--- config.mk ---
export PLATFORM = sky130hd
export DESIGN_NAME = html_tag_scanner
export DESIGN_NICKNAME = d
export VERILOG_FILES = /design/src/hts_pkg.sv /design/src/hts_key_match.sv /design/src/hts_level_table.sv /design/src/html_tag_scanner.sv
export SDC_FILE = /design/constraint.sdc
export NUM_CORES = 2
export LEC_CHECK = 0
export ABC_AREA = 1
export BUFFER_PORTS_ARGS = -buffer_cell sky130_fd_sc_hd__buf_2
export CAP_MARGIN = 5
export CELL_PAD_IN_SITES_DETAIL_PLACEMENT = 0
export CELL_PAD_IN_SITES_GLOBAL_PLACEMENT = 1
export CORE_ASPECT_RATIO = 0.6
export CORE_MARGIN = 3
export CORE_UTILIZATION = 45
export DETAILED_ROUTE_END_ITERATION = 7
export PLACE_DENSITY_LB_ADDON = 0.2
export SLEW_MARGIN = 20
export SYNTH_ARGS = -nofsm -noshare
export SYNTH_HDL_FRONTEND = slang
export SYNTH_SLANG_ARGS = --single-unit
--- constraint.sdc ---
create_clock -name i_clk -period 21.4 [get_ports i_clk]
set_clock_uncertainty 0.15 [all_clocks]
set_input_delay 2.14 -clock i_clk [delete_from_list [all_inputs] [get_ports i_clk]]
set_output_delay 2.14 -clock i_clk [all_outputs]
set_load 0.01 [all_outputs]
--- src/hts_pkg.sv ---
`default_nettype none

package hts_pkg;

    localparam int POS_W = 24;
    localparam int TAG_W = 16;
    localparam int OUT_LEVEL_W = 6;

    localparam logic [7:0] CH_LT    = 8'h3C;
    localparam logic [7:0] CH_GT    = 8'h3E;
    localparam logic [7:0] CH_SLASH = 8'h2F;
    localparam logic [7:0] CH_QUOTE = 8'h22;

    // Keys are packed first character in the low byte: id=" and class="
    localparam int KEY_ID_LEN    = 4;
    localparam int KEY_CLASS_LEN = 7;
    localparam logic [8*KEY_ID_LEN-1:0]    KEY_ID    = 32'h223D_6469;
    localparam logic [8*KEY_CLASS_LEN-1:0] KEY_CLASS = 56'h22_3D73_7361_6C63;

    typedef struct packed {
        logic             found;
        logic [POS_W-1:0] start;
        logic [POS_W-1:0] len;
    } t_scan_status;

    typedef struct packed {
        logic clear;
        logic write;
    } t_tbl_ctl;

endpackage

`default_nettype wire

--- src/hts_key_match.sv ---
`default_nettype none

module hts_key_match #(
    parameter int KEY_LEN = 4,
    parameter logic [8*KEY_LEN-1:0] KEY = 32'h223D_6469
) (
    input  wire logic                      i_clk,
    input  wire logic                      i_rst_n,
    input  wire logic                      i_step,
    input  wire logic                      i_clear,
    input  wire logic                      i_enable,
    input  wire logic [7:0]                i_byte,
    input  wire logic [hts_pkg::POS_W-1:0] i_pos,
    output hts_pkg::t_scan_status          o_status
);

    localparam int PW = $clog2(KEY_LEN + 1);

    localparam logic [1:0] PH_SEARCH  = 2'd0;
    localparam logic [1:0] PH_CAPTURE = 2'd1;
    localparam logic [1:0] PH_FOUND   = 2'd2;

    logic [PW-1:0]             r_prog, n_prog;
    logic [1:0]                r_phase, n_phase;
    logic [hts_pkg::POS_W-1:0] r_start, n_start;
    logic [hts_pkg::POS_W-1:0] r_len, n_len;

    always_comb begin
        n_prog  = r_prog;
        n_phase = r_phase;
        n_start = r_start;
        n_len   = r_len;
        if (i_step) begin
            if (i_clear) begin
                n_prog  = '0;
                n_phase = PH_SEARCH;
                n_start = '0;
                n_len   = '0;
            end else if (i_enable) begin
                case (r_phase)
                    PH_SEARCH: begin
                        if (i_byte == KEY[8*r_prog +: 8]) begin
                            n_prog = r_prog + PW'(1);
                        end else if (i_byte == KEY[7:0]) begin
                            n_prog = PW'(1);
                        end else begin
                            n_prog = '0;
                        end
                        // full key seen: value starts after the quote
                        if (n_prog == PW'(KEY_LEN)) begin
                            n_prog  = '0;
                            n_phase = PH_CAPTURE;
                            n_start = i_pos + hts_pkg::POS_W'(1);
                        end
                    end
                    PH_CAPTURE: begin
                        if (i_byte == hts_pkg::CH_QUOTE) begin
                            n_len   = i_pos - r_start;
                            n_phase = PH_FOUND;
                        end
                    end
                    default: begin
                    end
                endcase
            end
        end
    end

    always_ff @(posedge i_clk) begin
        if (!i_rst_n) begin
            r_prog  <= '0;
            r_phase <= PH_SEARCH;
        end else begin
            r_prog  <= n_prog;
            r_phase <= n_phase;
        end
        r_start <= n_start;
        r_len   <= n_len;
    end

    assign o_status.found = (r_phase == PH_FOUND);
    assign o_status.start = r_start;
    assign o_status.len   = r_len;

    a_prog_in_range: assert property (@(posedge i_clk) disable iff (!i_rst_n)
        r_prog < PW'(KEY_LEN))
        else $error("key match progress out of range");

endmodule

`default_nettype wire

--- src/hts_level_table.sv ---
`default_nettype none

module hts_level_table #(
    parameter int MAX_DEPTH = 64
) (
    input  wire logic                           i_clk,
    input  wire logic                           i_rst_n,
    input  hts_pkg::t_tbl_ctl                   i_ctl,
    input  wire logic [$clog2(MAX_DEPTH)-1:0]   i_wr_level,
    input  wire logic [hts_pkg::TAG_W-1:0]      i_wr_tag,
    input  wire logic [$clog2(MAX_DEPTH)-1:0]   i_next_level,
    input  wire logic [$clog2(MAX_DEPTH)-1:0]   i_cur_level,
    output logic [hts_pkg::TAG_W-1:0]           o_parent
);

    localparam int LW = $clog2(MAX_DEPTH);

    logic [hts_pkg::TAG_W-1:0] r_mem [MAX_DEPTH];
    logic [hts_pkg::TAG_W-1:0] r_rd_data;
    logic [MAX_DEPTH-1:0]      r_valid, n_valid;
    logic [LW-1:0]             rd_addr;
    logic [LW-1:0]             cur_up;

    // Read one level up from the level that holds after this cycle
    assign rd_addr = (i_next_level == '0) ? '0 : i_next_level - LW'(1);
    assign cur_up  = (i_cur_level == '0) ? '0 : i_cur_level - LW'(1);

    always_ff @(posedge i_clk) begin
        if (i_ctl.write) begin
            r_mem[i_wr_level] <= i_wr_tag;
        end
        r_rd_data <= r_mem[rd_addr];
    end

    always_comb begin
        n_valid = i_ctl.clear ? '0 : r_valid;
        if (i_ctl.write) begin
            n_valid[i_wr_level] = 1'b1;
        end
    end

    always_ff @(posedge i_clk) begin
        if (!i_rst_n) begin
            r_valid <= '0;
        end else begin
            r_valid <= n_valid;
        end
    end

    assign o_parent = (i_cur_level != '0 && r_valid[cur_up]) ? r_rd_data : '0;

    a_write_marks_valid: assert property (@(posedge i_clk) disable iff (!i_rst_n)
        i_ctl.write |=> r_valid[$past(i_wr_level)])
        else $error("written level not marked valid");

endmodule

`default_nettype wire

--- src/html_tag_scanner.sv ---
`default_nettype none

// Channel | Signals                                   | Direction
// in      | i_valid, o_ready, i_text_byte, i_doc_begin | document bytes in
// out     | o_valid, i_ready, o_tag_* and the rest     | one record per tag
//
// One byte per cycle while the output is not stalled: a byte is held in the input
// register, then its record (if any) lands in the output register.
// The level table is read each cycle one level up from the current level;
// two tag ends are always at least two bytes apart, so the read is current.
// Reset (synchronous, active low) clears all counters and the table's valid bits.
// A stalled output holds the input register; nothing is dropped.

module html_tag_scanner #(
    parameter int MAX_DEPTH = 64
) (
    input  wire logic                                i_clk,
    input  wire logic                                i_rst_n,
    input  wire logic                                i_valid,
    output logic                                     o_ready,
    input  wire logic [7:0]                          i_text_byte,
    input  wire logic                                i_doc_begin,
    output logic                                     o_valid,
    input  wire logic                                i_ready,
    output logic [hts_pkg::TAG_W-1:0]                o_tag_number,
    output logic [hts_pkg::POS_W-1:0]                o_tag_offset,
    output logic [hts_pkg::POS_W-1:0]                o_tag_length,
    output logic [hts_pkg::OUT_LEVEL_W-1:0]          o_tag_level,
    output logic [hts_pkg::TAG_W-1:0]                o_parent_number,
    output logic [hts_pkg::POS_W-1:0]                o_id_offset,
    output logic [hts_pkg::POS_W-1:0]                o_id_length,
    output logic [hts_pkg::POS_W-1:0]                o_class_offset,
    output logic [hts_pkg::POS_W-1:0]                o_class_length,
    output logic                                     o_level_fault
);

    localparam int LW = $clog2(MAX_DEPTH);
    localparam int PW = hts_pkg::POS_W;
    localparam int TW = hts_pkg::TAG_W;

    // input register
    logic        r_in_valid;
    logic [7:0]  r_byte;
    logic        r_begin;

    // scan state
    logic [PW-1:0] r_pos, n_pos;
    logic [TW-1:0] r_tag_cnt, n_tag_cnt;
    logic [LW-1:0] r_level, n_level;
    logic          r_inside, n_inside;
    logic [PW-1:0] r_open, n_open;
    logic          r_closing, n_closing;
    logic [7:0]    r_prev, n_prev;

    // output register
    logic          r_out_valid;
    logic [TW-1:0] r_tag_number, r_parent_number;
    logic [PW-1:0] r_tag_offset, r_tag_length;
    logic [hts_pkg::OUT_LEVEL_W-1:0] r_tag_level;
    logic [PW-1:0] r_id_offset, r_id_length, r_class_offset, r_class_length;
    logic          r_level_fault;

    logic          advance;
    logic          emit;
    logic          is_lt, is_gt;
    logic [PW-1:0] pos;
    logic [TW-1:0] tag_cnt;
    logic [LW-1:0] level;
    logic          in_tag;
    logic [PW-1:0] open_ofs;
    logic          closing;
    logic [7:0]    prev;
    logic [LW+1:0] level_calc;
    logic [LW+1:0] level_dec;
    logic          level_neg, level_over, fault;
    logic [LW+6:0] level_wide;
    logic [TW-1:0] parent;
    logic          scan_clear, scan_enable;
    hts_pkg::t_scan_status id_status, class_status;
    hts_pkg::t_tbl_ctl     tbl_ctl;

    assign advance = r_in_valid && (!r_out_valid || i_ready);
    assign o_ready = !r_in_valid || advance;

    always_ff @(posedge i_clk) begin
        if (!i_rst_n) begin
            r_in_valid <= 1'b0;
        end else if (o_ready) begin
            r_in_valid <= i_valid;
        end
        if (o_ready && i_valid) begin
            r_byte  <= i_text_byte;
            r_begin <= i_doc_begin;
        end
    end

    // state as seen by this byte, after an optional document restart
    assign pos      = r_begin ? '0 : r_pos;
    assign tag_cnt  = r_begin ? '0 : r_tag_cnt;
    assign level    = r_begin ? '0 : r_level;
    assign in_tag   = r_begin ? 1'b0 : r_inside;
    assign open_ofs = r_begin ? '0 : r_open;
    assign closing  = r_begin ? 1'b0 : r_closing;
    assign prev     = r_begin ? '0 : r_prev;

    assign is_lt = (r_byte == hts_pkg::CH_LT);
    assign is_gt = (r_byte == hts_pkg::CH_GT);
    assign emit  = in_tag && is_gt;

    assign scan_clear  = r_begin || is_lt;
    assign scan_enable = in_tag && !is_lt && !is_gt;

    // next level: plus one, minus two for a closing tag, minus one for self-closing
    assign level_dec  = (LW+2)'({closing, 1'b0}) + (LW+2)'(prev == hts_pkg::CH_SLASH);
    assign level_calc = (LW+2)'(level) + (LW+2)'(1) - level_dec;
    assign level_neg  = level_calc[LW+1];
    assign level_over = !level_neg && (level_calc > (LW+2)'(MAX_DEPTH - 1));
    assign fault      = level_neg || level_over;
    assign level_wide = (LW+7)'(level);

    always_comb begin
        n_pos     = r_pos;
        n_tag_cnt = r_tag_cnt;
        n_level   = r_level;
        n_inside  = r_inside;
        n_open    = r_open;
        n_closing = r_closing;
        n_prev    = r_prev;
        if (advance) begin
            n_pos     = pos + PW'(1);
            n_prev    = r_byte;
            n_tag_cnt = tag_cnt;
            n_level   = level;
            n_inside  = in_tag;
            n_open    = open_ofs;
            n_closing = closing;
            if (is_lt) begin
                n_inside  = 1'b1;
                n_open    = pos;
                n_closing = 1'b0;
            end else if (emit) begin
                n_inside  = 1'b0;
                n_tag_cnt = tag_cnt + TW'(1);
                if (level_neg) begin
                    n_level = '0;
                end else if (level_over) begin
                    n_level = LW'(MAX_DEPTH - 1);
                end else begin
                    n_level = level_calc[LW-1:0];
                end
            end else if (in_tag && prev == hts_pkg::CH_LT
                         && r_byte == hts_pkg::CH_SLASH) begin
                n_closing = 1'b1;
            end
        end
    end

    always_ff @(posedge i_clk) begin
        if (!i_rst_n) begin
            r_pos     <= '0;
            r_tag_cnt <= '0;
            r_level   <= '0;
            r_inside  <= 1'b0;
            r_open    <= '0;
            r_closing <= 1'b0;
            r_prev    <= '0;
        end else begin
            r_pos     <= n_pos;
            r_tag_cnt <= n_tag_cnt;
            r_level   <= n_level;
            r_inside  <= n_inside;
            r_open    <= n_open;
            r_closing <= n_closing;
            r_prev    <= n_prev;
        end
    end

    hts_key_match #(
        .KEY_LEN (hts_pkg::KEY_ID_LEN),
        .KEY     (hts_pkg::KEY_ID)
    ) u_id_match (
        .i_clk    (i_clk),
        .i_rst_n  (i_rst_n),
        .i_step   (advance),
        .i_clear  (scan_clear),
        .i_enable (scan_enable),
        .i_byte   (r_byte),
        .i_pos    (pos),
        .o_status (id_status)
    );

    hts_key_match #(
        .KEY_LEN (hts_pkg::KEY_CLASS_LEN),
        .KEY     (hts_pkg::KEY_CLASS)
    ) u_class_match (
        .i_clk    (i_clk),
        .i_rst_n  (i_rst_n),
        .i_step   (advance),
        .i_clear  (scan_clear),
        .i_enable (scan_enable),
        .i_byte   (r_byte),
        .i_pos    (pos),
        .o_status (class_status)
    );

    assign tbl_ctl.clear = advance && r_begin;
    assign tbl_ctl.write = advance && emit;

    hts_level_table #(
        .MAX_DEPTH (MAX_DEPTH)
    ) u_level_table (
        .i_clk        (i_clk),
        .i_rst_n      (i_rst_n),
        .i_ctl        (tbl_ctl),
        .i_wr_level   (level),
        .i_wr_tag     (tag_cnt),
        .i_next_level (n_level),
        .i_cur_level  (level),
        .o_parent     (parent)
    );

    always_ff @(posedge i_clk) begin
        if (!i_rst_n) begin
            r_out_valid <= 1'b0;
        end else if (advance) begin
            r_out_valid <= emit;
        end else if (i_ready) begin
            r_out_valid <= 1'b0;
        end
        if (advance && emit) begin
            r_tag_number    <= tag_cnt;
            r_tag_offset    <= open_ofs;
            r_tag_length    <= pos - open_ofs + PW'(1);
            r_tag_level     <= (level_wide > (LW+7)'(63)) ? 6'd63 : level_wide[5:0];
            r_parent_number <= parent;
            r_id_offset     <= id_status.found ? id_status.start : '0;
            r_id_length     <= id_status.found ? id_status.len : '0;
            r_class_offset  <= class_status.found ? class_status.start : '0;
            r_class_length  <= class_status.found ? class_status.len : '0;
            r_level_fault   <= fault;
        end
    end

    assign o_valid         = r_out_valid;
    assign o_tag_number    = r_tag_number;
    assign o_tag_offset    = r_tag_offset;
    assign o_tag_length    = r_tag_length;
    assign o_tag_level     = r_tag_level;
    assign o_parent_number = r_parent_number;
    assign o_id_offset     = r_id_offset;
    assign o_id_length     = r_id_length;
    assign o_class_offset  = r_class_offset;
    assign o_class_length  = r_class_length;
    assign o_level_fault   = r_level_fault;

    a_level_bounded: assert property (@(posedge i_clk) disable iff (!i_rst_n)
        r_level <= LW'(MAX_DEPTH - 1))
        else $error("nest level beyond table depth");

    a_tag_count_step: assert property (@(posedge i_clk) disable iff (!i_rst_n)
        advance && emit |=> r_tag_cnt == $past(tag_cnt) + TW'(1))
        else $error("tag counter did not advance on record");

    a_restart_pos: assert property (@(posedge i_clk) disable iff (!i_rst_n)
        advance && r_begin |=> r_pos == PW'(1))
        else $error("document restart did not reset byte position");

endmodule

`default_nettype wire
==> impl_metrics.csv <==
group,metric,value,unit
place,dp_hpwl,131,mm
hold_path,min_path_type,"reg -> reg",
drt,vias,47200,
sta,fin_crit,9.08,ns
final_layout,largest_reg_flops,1024,
sta,finalHoldViolCount,0,
power_and_ir_drop,p_leak,0.0292,µW
logic_synthesis,synth_seq_cells,1484,
logic_synthesis,synthDistinctLibCells,56,
drt,firstDrtPassIters,6,
global_route,grt-ovfl-total,0,
clocking,hold_buffers,0,
clocking,cts_setup_buffers,0,
logic_synthesis,syn-num-nets,6442,
floorplanning,coreArea,146000,µm²
clocking,clock_sinks,1484,
power_and_ir_drop,p_per_area,90.7,nW/µm²
logic_synthesis,syn_avg_cell_area,10.6,µm²
logic_synthesis,synthAdderAreaFrac,2.32,%
logic_synthesis,synth_top_family_by_area,"simple AND/OR/NAND/NOR gates",
final_layout,final_cell_mix,"1312 x edfxtp_1, 961 x nand3_1, 796 x inv_1",
drt,drc,0,
place,dp_worst_setup_slack,11.99,ns
logic_synthesis,synth_xor_xnor_area_share,0.684,%
power_and_ir_drop,peakVddDrop,71.3,µV
drt,viasPerCell,5.57,
sta,fmax,0.110,GHz
logic_synthesis,synth_edf_count,1312,
critical_path,cp_slowest_stage_delay,0.85,ns
global_route,grt_use_total,27.4,%
critical_path,worstSetupPathType,"reg -> reg",
critical_path,cp_data_required_time,21.92,ns
floorplanning,initial_utilization,45.7,%
critical_path,cp-start-kind,"flop",
critical_path,crit_arrival,9.60,ns
logic_synthesis,synth_compound_area_share,4.91,%
logic_synthesis,synthesis.area,66600,µm²
hold_path,min_from,"r_tag_cnt[7]$_SDFFE_PN0P_",
place,place.gp.congestion,0.894,
sta,final-setup-viol-count,0,
logic_synthesis,synthMuxAreaShare,0,%
final_layout,area_growth,11.3,%
sta,fin_ws,12.32,ns
global_route,grt_max_degree,180,
drt,drt_iter0_drc,6364,
clocking,h-tree-depth,4,
floorplanning,boundaryPins,198,
clocking,cts_buffer_depth,3,
sta,worstMarginPinSlew,1.18,ns
logic_synthesis,synth-async-reset-ratio,0,%
place,port_buffers,197,
drt,ant_nets,0,
logic_synthesis,synth_ff_type,"edfxtp_1",
final_layout,largest_registers,"u_level_table.r_mem x1024, u_level_table.r_valid x64",
run,maxCapViolCount,0,
sta,final_max_slew_viol_count,0,
critical_path,crit_slowest_cell,"inv_6",
drt,wl_per_cell,25.0,µm
final_layout,regMostFlops,"u_level_table.r_mem",
global_route,antenna_found_initial,10,
final_layout,final_util,50.9,%
global_route,grt_pass1_wl,307,mm
floorplanning,num_rows,108,
floorplanning,dieArea,153000,µm²
critical_path,r2r-start,"r_begin$_DFFE_PP_",
clocking,numCtsBuffers,142,
logic_synthesis,synthSimpleGateAreaFrac,20.7,%
critical_path,setup.worst_path.end_class,"flop",
critical_path,cp-startpoint,"r_begin$_DFFE_PP_",
outcome,status,"finished clean",
drt,drt_wl_total,212,mm
logic_synthesis,yosys_warnings,0,
critical_path,crit_fanout,164,
clocking,clk_latency,0.79,ns
floorplanning,die_height,304,µm
final_layout,final_net_count,6569,
critical_path,crit_top_cell,"nand3_1",
final_layout,final_common_cell,"edfxtp_1",
final_layout,drive_gt1_share,11.0,%
clocking,ctsRootBufferMaster,"clkbuf_16",
clocking,path_clk_slew,0.07,ns
sta,tns,0,ns
floorplanning,dieWidth,502,µm
sta,slew_headroom,20.9,%
clocking,cts_resized,0,
sta,fin_crit_sh,42.5,%
logic_synthesis,seq_area_frac_synth,64.4,%
logic_synthesis,syn_inst,6308,
sta,grt_setup_unrepaired,"false",
global_route,grt_pass1_vias,43200,
clocking,cts_tree,"done",
[final timing paths]
| path | endpoint | slack (ns) | cells after the start |
|---|---|---|---|
| worst max-delay path | u_level_table.r_rd_data[1]$_DFF_P_ | 12.32 | 28 |
| worst min-delay path | r_tag_cnt[7]$_SDFFE_PN0P_ | 0.30 | 1 |
| worst min register to register | r_tag_cnt[7]$_SDFFE_PN0P_ | 0.30 | 1 |
| worst max register to register | u_level_table.r_rd_data[1]$_DFF_P_ | 12.32 | 28 |
[worst max-delay path, delay by kind of cell (launching register included)]
| kind | cells | cell delay, ns |
|---|---|---|
| DFF | 1 | 0.32 |
| buffers and inverters | 8 | 3.18 |
| adders and majority gates | 4 | 1.25 |
| and+or+nand+nor | 14 | 3.32 |
| AOI/OAI and AO/OA | 2 | 0.46 |
[cell families (layout without fill, tap and decap cells)]
kind of cell	count (synthesis)	in the layout
buf+inv	1159	1400
simple gates	2897	2897
compound gates	595	595
flops	1484	1484
other cells	0	5
fa+ha+maj	121	121
xor+xnor	52	52
[per-layer routing]
metal / track usage, % / vias to the layer above / share of wire, %
li1: - / 21800 / -
met1: 43.9 / 23000 / 47
met2: 33.7 / 2240 / 37
met3: 11.1 / 210 / 14
met4: 6.04 / 2 / 1.7
met5: 0.970 / - / 0.0052
[stage by stage]
stage	area, µm²	instances	power [µW]	hold slack (ns)
floorplan	66600	6308	3840	0.262
global placement	69600	8216	4250	0.273
detailed placement	69600	8216	4240	0.277
CTS	74100	8474	6730	0.289
global route	74100	8476	6960	0.319
finish	74100	8479	6720	0.297
[cell type report]
| class | count | area, µm² |
|---|---|---|
| Fill cell | 13100 | 71600 |
| Sequential cell | 1484 | 42800 |
| Multi-Input combinational cell | 3665 | 19300 |
| Clock buffer | 197 | 3880 |
| Inverter | 815 | 3090 |
| Tap cell | 1925 | 2410 |
| Timing Repair Buffer | 327 | 2000 |
| Clock inverter | 61 | 589 |
| Antenna cell | 5 | 12.5 |
[Yosys cell counts (15+ instances only)]
library cell	number	area, µm²
or2_2	109	682
o21ai_0	217	1090
o21ai_1	17	85.1
buf_1	26	97.6
xor2_1	43	377
o211ai_1	29	218
buf_2	134	671
edfxtp_1	1312	39400
a21oi_1	252	1260
nor3_1	28	140
inv_1	800	3000
ha_1	117	1460
dfxtp_1	172	3440
clkbuf_1	156	586
nand4_1	26	163
nand3b_1	307	2300
nand3_1	961	4810
buf_4	15	113
nand2_1	629	2360
nor2_1	799	3000
[power breakdown]
group,switching (µW),internal [µW]
logic,756,250
clock network,1120,1390
registers,63.2,3150
(Power assumes the default switching activity.)
